### src/line_raster_bresenham_assert.svh
// ----------------------------------------------------------------------------
// Line raster assertion macros
// Shared concurrent-assertion forms for the line rasterizer.
// ----------------------------------------------------------------------------
`ifndef LINE_RASTER_BRESENHAM_ASSERT_SVH
`define LINE_RASTER_BRESENHAM_ASSERT_SVH

// Same-cycle implication, quiet during reset.
`define LRB_ASSERT_NOW(label, clk, rst, ante, cons) \
   label: assert property (@(posedge clk) disable iff (rst) (ante) |-> (cons)) \
      else $error("line raster check failed");

// Next-cycle implication, quiet during reset.
`define LRB_ASSERT_NEXT(label, clk, rst, ante, cons) \
   label: assert property (@(posedge clk) disable iff (rst) (ante) |=> (cons)) \
      else $error("line raster check failed");

`endif

### src/lrb_pkg.sv
// ----------------------------------------------------------------------------
// Line raster package
// Types, widths and register codes shared by the line rasterizer modules.
// ----------------------------------------------------------------------------
`timescale 1ns / 1ps

package lrb_pkg;

   localparam int CANVAS_MAX   = 64;
   localparam int COORD_W      = 6;
   localparam int DIM_W        = 7;
   localparam int ADDR_W       = 12;
   localparam int COLOR_W      = 8;
   localparam int CSR_INDEX_W  = 8;
   localparam int P_W          = COORD_W + 3;
   localparam int QUEUE_DEPTH  = 2;
   localparam int QPTR_W       = $clog2(QUEUE_DEPTH);
   localparam int QCNT_W       = $clog2(QUEUE_DEPTH + 1);

   localparam logic [CSR_INDEX_W-1:0] REG_CANVAS_WIDTH  = CSR_INDEX_W'(0);
   localparam logic [CSR_INDEX_W-1:0] REG_CANVAS_HEIGHT = CSR_INDEX_W'(1);

   localparam logic [DIM_W-1:0] DIM_RESET = DIM_W'(CANVAS_MAX);

   typedef struct packed {
      logic [COORD_W-1:0] start_x;
      logic [COORD_W-1:0] start_y;
      logic [COORD_W-1:0] end_x;
      logic [COORD_W-1:0] end_y;
      logic [COLOR_W-1:0] red;
      logic [COLOR_W-1:0] green;
      logic [COLOR_W-1:0] blue;
   } req_type;

   typedef struct packed {
      logic [COORD_W-1:0] pixel_x;
      logic [COORD_W-1:0] pixel_y;
      logic [ADDR_W-1:0]  pixel_address;
      logic               inside_res;
      logic [COLOR_W-1:0] pixel_red;
      logic [COLOR_W-1:0] pixel_green;
      logic [COLOR_W-1:0] pixel_blue;
      logic               last_pixel;
   } rsp_type;

   // One classified line, ready for the stepper.
   typedef struct packed {
      logic                  major_x;
      logic                  minor_neg;
      logic [COORD_W-1:0]    x0;
      logic [COORD_W-1:0]    y0;
      logic [COORD_W-1:0]    major_len;
      logic [COORD_W-1:0]    minor_len;
      logic signed [P_W-1:0] p0;
      logic [COLOR_W-1:0]    red;
      logic [COLOR_W-1:0]    green;
      logic [COLOR_W-1:0]    blue;
   } job_type;

   typedef struct packed {
      logic full;
      logic empty;
   } q_status_type;

   typedef enum logic [0:0] {
      ST_IDLE,
      ST_DRAW
   } state_type;

endpackage

### src/lrb_front.sv
// ----------------------------------------------------------------------------
// Line raster front end
// Accepts line commands and classifies them into stepper jobs.
// ----------------------------------------------------------------------------
`timescale 1ns / 1ps

module lrb_front (
   input  logic                  req_valid,
   output logic                  req_stall,
   input  lrb_pkg::req_type      req_data,
   input  lrb_pkg::q_status_type q_stat,
   output logic                  push,
   output lrb_pkg::job_type      job
);

   logic [lrb_pkg::COORD_W-1:0] adx;
   logic [lrb_pkg::COORD_W-1:0] ady;
   logic                        major_x;
   logic                        swap;
   logic [lrb_pkg::COORD_W-1:0] sx;
   logic [lrb_pkg::COORD_W-1:0] sy;
   logic [lrb_pkg::COORD_W-1:0] ex;
   logic [lrb_pkg::COORD_W-1:0] ey;
   logic [lrb_pkg::COORD_W-1:0] major_len;
   logic [lrb_pkg::COORD_W-1:0] minor_len;

   assign req_stall = q_stat.full;
   assign push      = req_valid && !q_stat.full;

   always_comb begin
      adx = (req_data.end_x > req_data.start_x) ? req_data.end_x - req_data.start_x
                                                : req_data.start_x - req_data.end_x;
      ady = (req_data.end_y > req_data.start_y) ? req_data.end_y - req_data.start_y
                                                : req_data.start_y - req_data.end_y;
      major_x = ady < adx;
      // Order endpoints so the major axis steps upward.
      swap = major_x ? (req_data.start_x > req_data.end_x)
                     : (req_data.start_y > req_data.end_y);
      sx = swap ? req_data.end_x   : req_data.start_x;
      sy = swap ? req_data.end_y   : req_data.start_y;
      ex = swap ? req_data.start_x : req_data.end_x;
      ey = swap ? req_data.start_y : req_data.end_y;
      major_len = major_x ? adx : ady;
      minor_len = major_x ? ady : adx;

      job.major_x   = major_x;
      job.minor_neg = major_x ? (ey < sy) : (ex < sx);
      job.x0        = sx;
      job.y0        = sy;
      job.major_len = major_len;
      job.minor_len = minor_len;
      job.p0        = $signed({2'b00, minor_len, 1'b0}) - $signed({3'b000, major_len});
      job.red       = req_data.red;
      job.green     = req_data.green;
      job.blue      = req_data.blue;
   end

endmodule

### src/lrb_queue.sv
// ----------------------------------------------------------------------------
// Line raster job queue
// Short register queue between the front end and the stepper.
// ----------------------------------------------------------------------------
`timescale 1ns / 1ps

module lrb_queue (
   input  logic                  clock,
   input  logic                  reset,
   input  logic                  push,
   input  lrb_pkg::job_type      push_data,
   input  logic                  pop,
   output lrb_pkg::job_type      head,
   output lrb_pkg::q_status_type q_stat
);

   lrb_pkg::job_type               entry_ff [lrb_pkg::QUEUE_DEPTH];
   logic [lrb_pkg::QPTR_W-1:0]     wr_ptr_ff;
   logic [lrb_pkg::QPTR_W-1:0]     wr_ptr_in;
   logic [lrb_pkg::QPTR_W-1:0]     rd_ptr_ff;
   logic [lrb_pkg::QPTR_W-1:0]     rd_ptr_in;
   logic [lrb_pkg::QCNT_W-1:0]     count_ff;
   logic [lrb_pkg::QCNT_W-1:0]     count_in;
   logic                           do_push;
   logic                           do_pop;

   assign q_stat.full  = (count_ff == lrb_pkg::QCNT_W'(lrb_pkg::QUEUE_DEPTH));
   assign q_stat.empty = (count_ff == '0);
   assign head         = entry_ff[rd_ptr_ff];

   always_comb begin
      do_push   = push && !q_stat.full;
      do_pop    = pop && !q_stat.empty;
      // Depth is a power of two: pointers wrap on their own.
      wr_ptr_in = do_push ? lrb_pkg::QPTR_W'(wr_ptr_ff + 1'b1) : wr_ptr_ff;
      rd_ptr_in = do_pop  ? lrb_pkg::QPTR_W'(rd_ptr_ff + 1'b1) : rd_ptr_ff;
      count_in  = count_ff;
      if (do_push && !do_pop) begin
         count_in = lrb_pkg::QCNT_W'(count_ff + 1'b1);
      end else if (do_pop && !do_push) begin
         count_in = lrb_pkg::QCNT_W'(count_ff - 1'b1);
      end
   end

   always_ff @(posedge clock) begin
      if (reset) begin
         wr_ptr_ff <= '0;
         rd_ptr_ff <= '0;
         count_ff  <= '0;
      end else begin
         wr_ptr_ff <= wr_ptr_in;
         rd_ptr_ff <= rd_ptr_in;
         count_ff  <= count_in;
      end
   end

   always_ff @(posedge clock) begin
      if (do_push) begin
         entry_ff[wr_ptr_ff] <= push_data;
      end
   end

endmodule

### src/lrb_back.sv
// ----------------------------------------------------------------------------
// Line raster stepper
// Walks one queued line a pixel per cycle while the output is not stalled, and registers each pixel write.
// ----------------------------------------------------------------------------
`timescale 1ns / 1ps

module lrb_back (
   input  logic                        clock,
   input  logic                        reset,
   input  logic [lrb_pkg::DIM_W-1:0]   width,
   input  logic [lrb_pkg::DIM_W-1:0]   height,
   input  lrb_pkg::q_status_type       q_stat,
   input  lrb_pkg::job_type            head,
   output logic                        pop,
   output logic                        rsp_valid,
   input  logic                        rsp_stall,
   output lrb_pkg::rsp_type            rsp_data
);

   lrb_pkg::state_type                 state_ff;
   lrb_pkg::state_type                 state_in;
   logic                               major_x_ff;
   logic                               minor_neg_ff;
   logic [lrb_pkg::COORD_W-1:0]        major_len_ff;
   logic [lrb_pkg::COORD_W-1:0]        minor_len_ff;
   logic [lrb_pkg::COLOR_W-1:0]        red_ff;
   logic [lrb_pkg::COLOR_W-1:0]        green_ff;
   logic [lrb_pkg::COLOR_W-1:0]        blue_ff;
   logic [lrb_pkg::COORD_W-1:0]        x_ff;
   logic [lrb_pkg::COORD_W-1:0]        x_in;
   logic [lrb_pkg::COORD_W-1:0]        y_ff;
   logic [lrb_pkg::COORD_W-1:0]        y_in;
   logic signed [lrb_pkg::P_W-1:0]     p_ff;
   logic signed [lrb_pkg::P_W-1:0]     p_in;
   logic [lrb_pkg::COORD_W-1:0]        left_ff;
   logic [lrb_pkg::COORD_W-1:0]        left_in;
   logic                               rsp_valid_ff;
   logic                               rsp_valid_in;
   lrb_pkg::rsp_type                   rsp_data_ff;
   lrb_pkg::rsp_type                   pixel;
   logic                               load;
   logic                               advance;
   logic                               out_free;
   logic                               minor_step;
   logic [lrb_pkg::COORD_W-1:0]        minor_cur;
   logic [lrb_pkg::COORD_W-1:0]        minor_next;
   logic signed [lrb_pkg::P_W-1:0]     two_minor;
   logic signed [lrb_pkg::P_W-1:0]     two_diff;
   logic [lrb_pkg::DIM_W-1:0]          row;
   logic [2*lrb_pkg::DIM_W-1:0]        addr_full;
   logic                               on_canvas;

   assign out_free  = !rsp_valid_ff || !rsp_stall;
   assign rsp_valid = rsp_valid_ff;
   assign rsp_data  = rsp_data_ff;

   // Next state.
   always_comb begin
      state_in = state_ff;
      case (state_ff)
         lrb_pkg::ST_IDLE: begin
            if (!q_stat.empty) begin
               state_in = lrb_pkg::ST_DRAW;
            end
         end
         lrb_pkg::ST_DRAW: begin
            if (out_free && left_ff == '0) begin
               state_in = lrb_pkg::ST_IDLE;
            end
         end
         default: state_in = lrb_pkg::ST_IDLE;
      endcase
   end

   // State outputs.
   always_comb begin
      load    = 1'b0;
      advance = 1'b0;
      case (state_ff)
         lrb_pkg::ST_IDLE: load    = !q_stat.empty;
         lrb_pkg::ST_DRAW: advance = out_free;
         default: begin
            load    = 1'b0;
            advance = 1'b0;
         end
      endcase
   end

   assign pop = load;

   // Decision term and next point.
   always_comb begin
      two_minor  = $signed({2'b00, minor_len_ff, 1'b0});
      two_diff   = two_minor - $signed({2'b00, major_len_ff, 1'b0});
      minor_step = (p_ff >= 0);
      minor_cur  = major_x_ff ? y_ff : x_ff;
      minor_next = minor_cur;
      if (minor_step) begin
         minor_next = minor_neg_ff ? lrb_pkg::COORD_W'(minor_cur - 1'b1)
                                   : lrb_pkg::COORD_W'(minor_cur + 1'b1);
      end
      p_in = minor_step ? p_ff + two_diff : p_ff + two_minor;
      if (major_x_ff) begin
         x_in = lrb_pkg::COORD_W'(x_ff + 1'b1);
         y_in = minor_next;
      end else begin
         x_in = minor_next;
         y_in = lrb_pkg::COORD_W'(y_ff + 1'b1);
      end
      left_in = lrb_pkg::COORD_W'(left_ff - 1'b1);
   end

   // Pixel write for the current point.
   always_comb begin
      on_canvas = ({1'b0, x_ff} < width) && ({1'b0, y_ff} < height);
      row       = lrb_pkg::DIM_W'(height - {1'b0, y_ff} - 1'b1);
      addr_full = {{lrb_pkg::DIM_W{1'b0}}, row} * {{lrb_pkg::DIM_W{1'b0}}, width}
                + {{(lrb_pkg::DIM_W + 1){1'b0}}, x_ff};
      pixel.pixel_x       = x_ff;
      pixel.pixel_y       = y_ff;
      pixel.pixel_address = on_canvas ? addr_full[lrb_pkg::ADDR_W-1:0] : '0;
      pixel.inside_res    = on_canvas;
      pixel.pixel_red     = red_ff;
      pixel.pixel_green   = green_ff;
      pixel.pixel_blue    = blue_ff;
      pixel.last_pixel    = (left_ff == '0);
   end

   always_comb begin
      rsp_valid_in = rsp_valid_ff && rsp_stall;
      if (advance) begin
         rsp_valid_in = 1'b1;
      end
   end

   always_ff @(posedge clock) begin
      if (reset) begin
         state_ff     <= lrb_pkg::ST_IDLE;
         rsp_valid_ff <= 1'b0;
      end else begin
         state_ff     <= state_in;
         rsp_valid_ff <= rsp_valid_in;
      end
   end

   always_ff @(posedge clock) begin
      if (load) begin
         major_x_ff   <= head.major_x;
         minor_neg_ff <= head.minor_neg;
         major_len_ff <= head.major_len;
         minor_len_ff <= head.minor_len;
         red_ff       <= head.red;
         green_ff     <= head.green;
         blue_ff      <= head.blue;
         x_ff         <= head.x0;
         y_ff         <= head.y0;
         p_ff         <= head.p0;
         left_ff      <= head.major_len;
      end else if (advance) begin
         x_ff    <= x_in;
         y_ff    <= y_in;
         p_ff    <= p_in;
         left_ff <= left_in;
      end
      if (advance) begin
         rsp_data_ff <= pixel;
      end
   end

endmodule

### src/line_raster_bresenham.sv
// ----------------------------------------------------------------------------
// Line rasterizer (integer Bresenham)
// Turns line commands into an ordered stream of pixel writes.
// ----------------------------------------------------------------------------
// A command carries two endpoints and an RGB color; the block answers with
// max(|dx|,|dy|)+1 pixel transfers, walking the major axis upward one pixel per
// cycle, each tagged with its frame address (height-1-y)*width+x, an inside
// flag (address 0 when outside the canvas) and a last flag on the final pixel.
// Each line is first loaded from the two-entry job queue into the idle
// stepper, then walked one pixel per cycle; the stepper's single point
// register takes no new command until the last pixel of the current line
// is registered. The front end classifies and queues up to two further
// commands while a line is drawn. A registered output stage holds each
// finished pixel, and the stepper pauses while that pixel waits for its
// transfer. Canvas width and height are written through the csr_ port,
// by the user only while the block is idle (the block does not enforce
// it); values above 64 act as 64 and unknown register indexes are ignored.
// ----------------------------------------------------------------------------
`timescale 1ns / 1ps

`include "line_raster_bresenham_assert.svh"

module line_raster_bresenham (
   input  logic                              clock,
   input  logic                              reset,
   input  logic                              req_valid,
   output logic                              req_stall,
   input  lrb_pkg::req_type                  req_data,
   output logic                              rsp_valid,
   input  logic                              rsp_stall,
   output lrb_pkg::rsp_type                  rsp_data,
   input  logic                              csr_valid,
   output logic                              csr_ready,
   input  logic [lrb_pkg::CSR_INDEX_W-1:0]   csr_index,
   input  logic [lrb_pkg::DIM_W-1:0]         csr_wdata
);

   logic [lrb_pkg::DIM_W-1:0] width_ff;
   logic [lrb_pkg::DIM_W-1:0] width_in;
   logic [lrb_pkg::DIM_W-1:0] height_ff;
   logic [lrb_pkg::DIM_W-1:0] height_in;
   logic [lrb_pkg::DIM_W-1:0] width_eff;
   logic [lrb_pkg::DIM_W-1:0] height_eff;
   logic                      csr_write;
   logic                      push;
   logic                      pop;
   lrb_pkg::job_type          front_job;
   lrb_pkg::job_type          head_job;
   lrb_pkg::q_status_type     q_stat;

   // Register writes are always taken.
   assign csr_ready = 1'b1;
   assign csr_write = csr_valid && csr_ready;

   always_comb begin
      width_in  = width_ff;
      height_in = height_ff;
      if (csr_write) begin
         case (csr_index)
            lrb_pkg::REG_CANVAS_WIDTH:  width_in  = csr_wdata;
            lrb_pkg::REG_CANVAS_HEIGHT: height_in = csr_wdata;
            default: begin
               width_in  = width_ff;
               height_in = height_ff;
            end
         endcase
      end
   end

   always_ff @(posedge clock) begin
      if (reset) begin
         width_ff  <= lrb_pkg::DIM_RESET;
         height_ff <= lrb_pkg::DIM_RESET;
      end else begin
         width_ff  <= width_in;
         height_ff <= height_in;
      end
   end

   // Clamp oversized canvas settings to the largest frame.
   assign width_eff  = (width_ff > lrb_pkg::DIM_RESET) ? lrb_pkg::DIM_RESET : width_ff;
   assign height_eff = (height_ff > lrb_pkg::DIM_RESET) ? lrb_pkg::DIM_RESET : height_ff;

   // Classify incoming commands.
   lrb_front u_front (
      .req_valid (req_valid),
      .req_stall (req_stall),
      .req_data  (req_data),
      .q_stat    (q_stat),
      .push      (push),
      .job       (front_job)
   );

   // Hold classified commands until the stepper is free.
   lrb_queue u_queue (
      .clock     (clock),
      .reset     (reset),
      .push      (push),
      .push_data (front_job),
      .pop       (pop),
      .head      (head_job),
      .q_stat    (q_stat)
   );

   // Step each line and emit pixel transfers.
   lrb_back u_back (
      .clock     (clock),
      .reset     (reset),
      .width     (width_eff),
      .height    (height_eff),
      .q_stat    (q_stat),
      .head      (head_job),
      .pop       (pop),
      .rsp_valid (rsp_valid),
      .rsp_stall (rsp_stall),
      .rsp_data  (rsp_data)
   );

   // A pixel flagged inside lies within the clamped canvas.
   `LRB_ASSERT_NOW(a_inside_bounds, clock, reset, rsp_valid && rsp_data.inside_res, ({1'b0, rsp_data.pixel_x} < width_eff) && ({1'b0, rsp_data.pixel_y} < height_eff))
   // Off-canvas pixels carry address zero.
   `LRB_ASSERT_NOW(a_outside_addr, clock, reset, rsp_valid && !rsp_data.inside_res, rsp_data.pixel_address == '0)
   // The queue is never full and empty at once.
   `LRB_ASSERT_NOW(a_queue_status, clock, reset, 1'b1, !(q_stat.full && q_stat.empty))
   // A stalled pixel stays offered and unchanged.
   `LRB_ASSERT_NEXT(a_rsp_hold, clock, reset, rsp_valid && rsp_stall, rsp_valid && $stable(rsp_data))

endmodule

### config.mk
export PLATFORM = sky130hd
export DESIGN_NAME = line_raster_bresenham
export DESIGN_NICKNAME = d
export VERILOG_FILES = /design/src/lrb_pkg.sv /design/src/lrb_front.sv /design/src/lrb_queue.sv /design/src/lrb_back.sv /design/src/line_raster_bresenham.sv
export VERILOG_INCLUDE_DIRS = /design/src /design/src/src
export SDC_FILE = /design/constraint.sdc
export NUM_CORES = 1
export LEC_CHECK = 0
export ABC_AREA = 1
export BUFFER_PORTS_ARGS = -buffer_cell sky130_fd_sc_hd__buf_2
export CAP_MARGIN = 10
export CORE_UTILIZATION = 45
export DETAILED_ROUTE_END_ITERATION = 12
export PLACE_DENSITY_LB_ADDON = 0.08
export SLEW_MARGIN = 40
export SYNTH_ARGS = -nofsm -noshare
export SYNTH_HDL_FRONTEND = slang
export SYNTH_SLANG_ARGS = --single-unit
### constraint.sdc
create_clock -name clock -period 6.15 [get_ports clock]
set_clock_uncertainty 0.05 [all_clocks]
set_input_delay 0.615 -clock clock [delete_from_list [all_inputs] [get_ports clock]]
set_output_delay 0.615 -clock clock [all_outputs]
set_load 0.05 [all_outputs]
==> reports/results.tsv <==
metric	value	unit
syn_area_per_cell	10.44	µm²
drive_gt1_frac	0.1655	
worst_slack	0.4780	ns
firstDrtPassIters	7	
grt_pass1_wl	45.84	mm
grt_pass1_vias	9117	
end_kind	register	
cts-root-buf	clkbuf_16	
synth_top_area_cell	edfxtp_1	
synth_commonest_cells	243 x nand2_1, 228 x edfxtp_1, 193 x inv_1	
grt_max_degree	70	
crit_fanout	6	
synthArstFlopShare	0	
nets	1679	
maxSlewViolCount	0	
clkTransAtPathRegs	0.06	ns
antenna_found_initial	0	
power.leakage	7.024	nW
htree_levels	1	
fin_tns_setup	0	ns
max_cap_violations	0	
vias	9313	
fin_crit_sh	0.9223	
ir_worst_vdd	0.2500	mV
clockBufferDepth	3	
hold_violations	0	
synthesis.nets	1551	
area_growth	13.58	%
gp_congestion	0.8811	
clock-sinks	249	
status	complete, no violations	
synth_area	0.01401	mm²
path_class	register to register	
grt_use_total	0.1822	
die_h	178.4	µm
drtAntennaViolNets	0	
rows	64	
synth.most_common_cell	nand2_1	
fp.dieW	178.4	µm
synth_cell_types	46	
viasPerCell	4.948	
port_buffers	119	
rsz0062_at_grt	false	
seq_area_frac_synth	0.5188	
setup_viol	0	
cts_made_buffers	27	
critPathRequiredTime	6.40	ns
ys_ff_latch	249	
critPathArrivalTime	5.92	ns
antenna_cells	0	
drtIter0Drc	562	
fmax	0.1763	GHz
grt_overflow	0	
route.detailed.drc	0	
core_area	0.03059	mm²
place_ws	0.1903	ns
yosysWarningCount	0	
synth_cells	1342	
drt_wl_total	28.26	mm
synthFlopType	edfxtp_1	
clkLatencyLatePin	0.54	ns
tightest_slew	0.8097	ns
yosysTopAreaCellShare	0.4888	
cts_tree	yes	
ys_top_cells_by_area	edfxtp_1 49%, ha_1 9.2%, nand2_1 6.5%	
die_area	0.03183	mm²
io_pins	121	
initial_core_util	0.4579	
synth-edff-count	228	
hp-class	input port to register	
hpwl	20.57	mm
startpoint_type	register	
max_slew_margin	0.4602	
period_minus_slack	5.672	ns
powerDensity	525.3	mW/mm²
wl_per_cell	15.01	µm
-- cell usage in the layout (no fill, tap or decap), types with 9 or more instances in the layout --
cell type  instances
ha_1             102
o21ai_0           62
nand2_2           10
clkbuf_16         27
inv_2              9
a211oi_1          15
nand2_1          241
mux2_2            38
nor2_1           108
edfxtp_1         228
o211ai_1          10
a21oi_1           65
buf_2            119
inv_1            191
fa_1              38
xor2_1            33
nand3_1           53
xnor2_1           11
dfxtp_1           20
-- kinds of logic after synthesis --
| family | share of synthesized area |
|---|---|
| other cells | 0.0002677 |
| compound gates | 0.07718 |
| mux | 0.03627 |
| simple gates | 0.1289 |
| buf+inv | 0.06468 |
| fa+ha+maj | 0.1463 |
| xor+xnor | 0.02751 |
| flops | 0.5188 |
-- worst paths after layout --
path / from / endpoint / slack, ns / depth (start not counted)
max: height_ff[2] / u_back.rsp_data[37] / 0.48 / 26
min: req_data[2] / u_queue.entry_ff[0][2] / 0.21 / 1
max reg2reg: height_ff[2] / u_back.rsp_data[37] / 0.48 / 26
min reg2reg: u_back.red_ff[1] / u_back.rsp_data[18] / 0.36 / 0
-- state kept, by name, indices dropped and copies added, names as in the netlist, 7 cells and up, named ones only --
| register | flops |
|---|---|
| width_ff | 7 |
| u_back.rsp_data | 50 |
| height_ff | 7 |
| u_back.blue_ff | 8 |
| u_queue.entry_ff | 114 |
| u_back.green_ff | 8 |
| u_back.red_ff | 8 |
| u_back.p_ff | 8 |
-- metrics by stage --
| stage | area (µm²) | total power [mW] | hold slack, ns | std cells | utilization |
|---|---|---|---|---|---|
| after CTS | 15890 | 8.464 | 0.1859 | 1882 | 0.5196 |
| after global placement | 15040 | 6.840 | 0.3516 | 1836 | 0.4918 |
| after global routing | 15910 | 9.056 | 0.1848 | 1882 | 0.5200 |
| final | 15910 | 8.357 | 0.2138 | 1882 | 0.5200 |
| after floorplan | 14010 | 5.949 | 0.3503 | 1342 | - |
| after detailed placement | 15070 | 6.924 | 0.3545 | 1837 | 0.4927 |
-- routing by layer --
metal,share of wire,wire (µm),track usage
met1,0.48,13700,0.2534
met2,0.47,13200,0.3056
met3,0.036,1025,0.02387
met4,0.012,332,0.03319
met5,0,0,0
-- where the power goes --
group          switching, mW  internal [mW]  total (mW)
combinational           2.49           1.28        3.78
clock                  0.623          0.886        1.51
sequential             0.272           2.80        3.07
total                   3.39           4.97        8.36
-- cell type report --
cell class,count,area [µm²]
timing repair buffer,130,698.2
fill,2812,14680
tap,396,495.5
sequential,249,7268
inverter,201,754.5
clock buffer,33,698.2
clock inverter,12,122.6
multi-input combinational,861,5871
-- worst max-delay path, stage by stage, from the launching register on --
cell and delay, ns:
dfxtp_1 0.33, nor4_1 0.26, nand3_1 0.12, nand2_2 0.11, nand2_1 0.09, inv_1 0.06, ha_1 0.28, a21oi_1 0.16
nand2_1 0.11, xor2_1 0.26, inv_2 0.10, nor2_1 0.13, fa_1 0.47, fa_1 0.52, fa_1 0.55, inv_1 0.06
fa_1 0.53, inv_1 0.04, ha_1 0.36, nand2_1 0.10, o21ai_0 0.09, a21oi_1 0.21, nor2_1 0.07, o21ai_0 0.14
nand2_1 0.08, a21oi_1 0.11, nor2_1 0.05
-- timing repair --
item,in CTS,in global routing
hold buffers,0,0
buffers inserted,0,0
setup endpoints to repair,0,2
resized for setup,0,7
(Power assumes the default switching activity.)
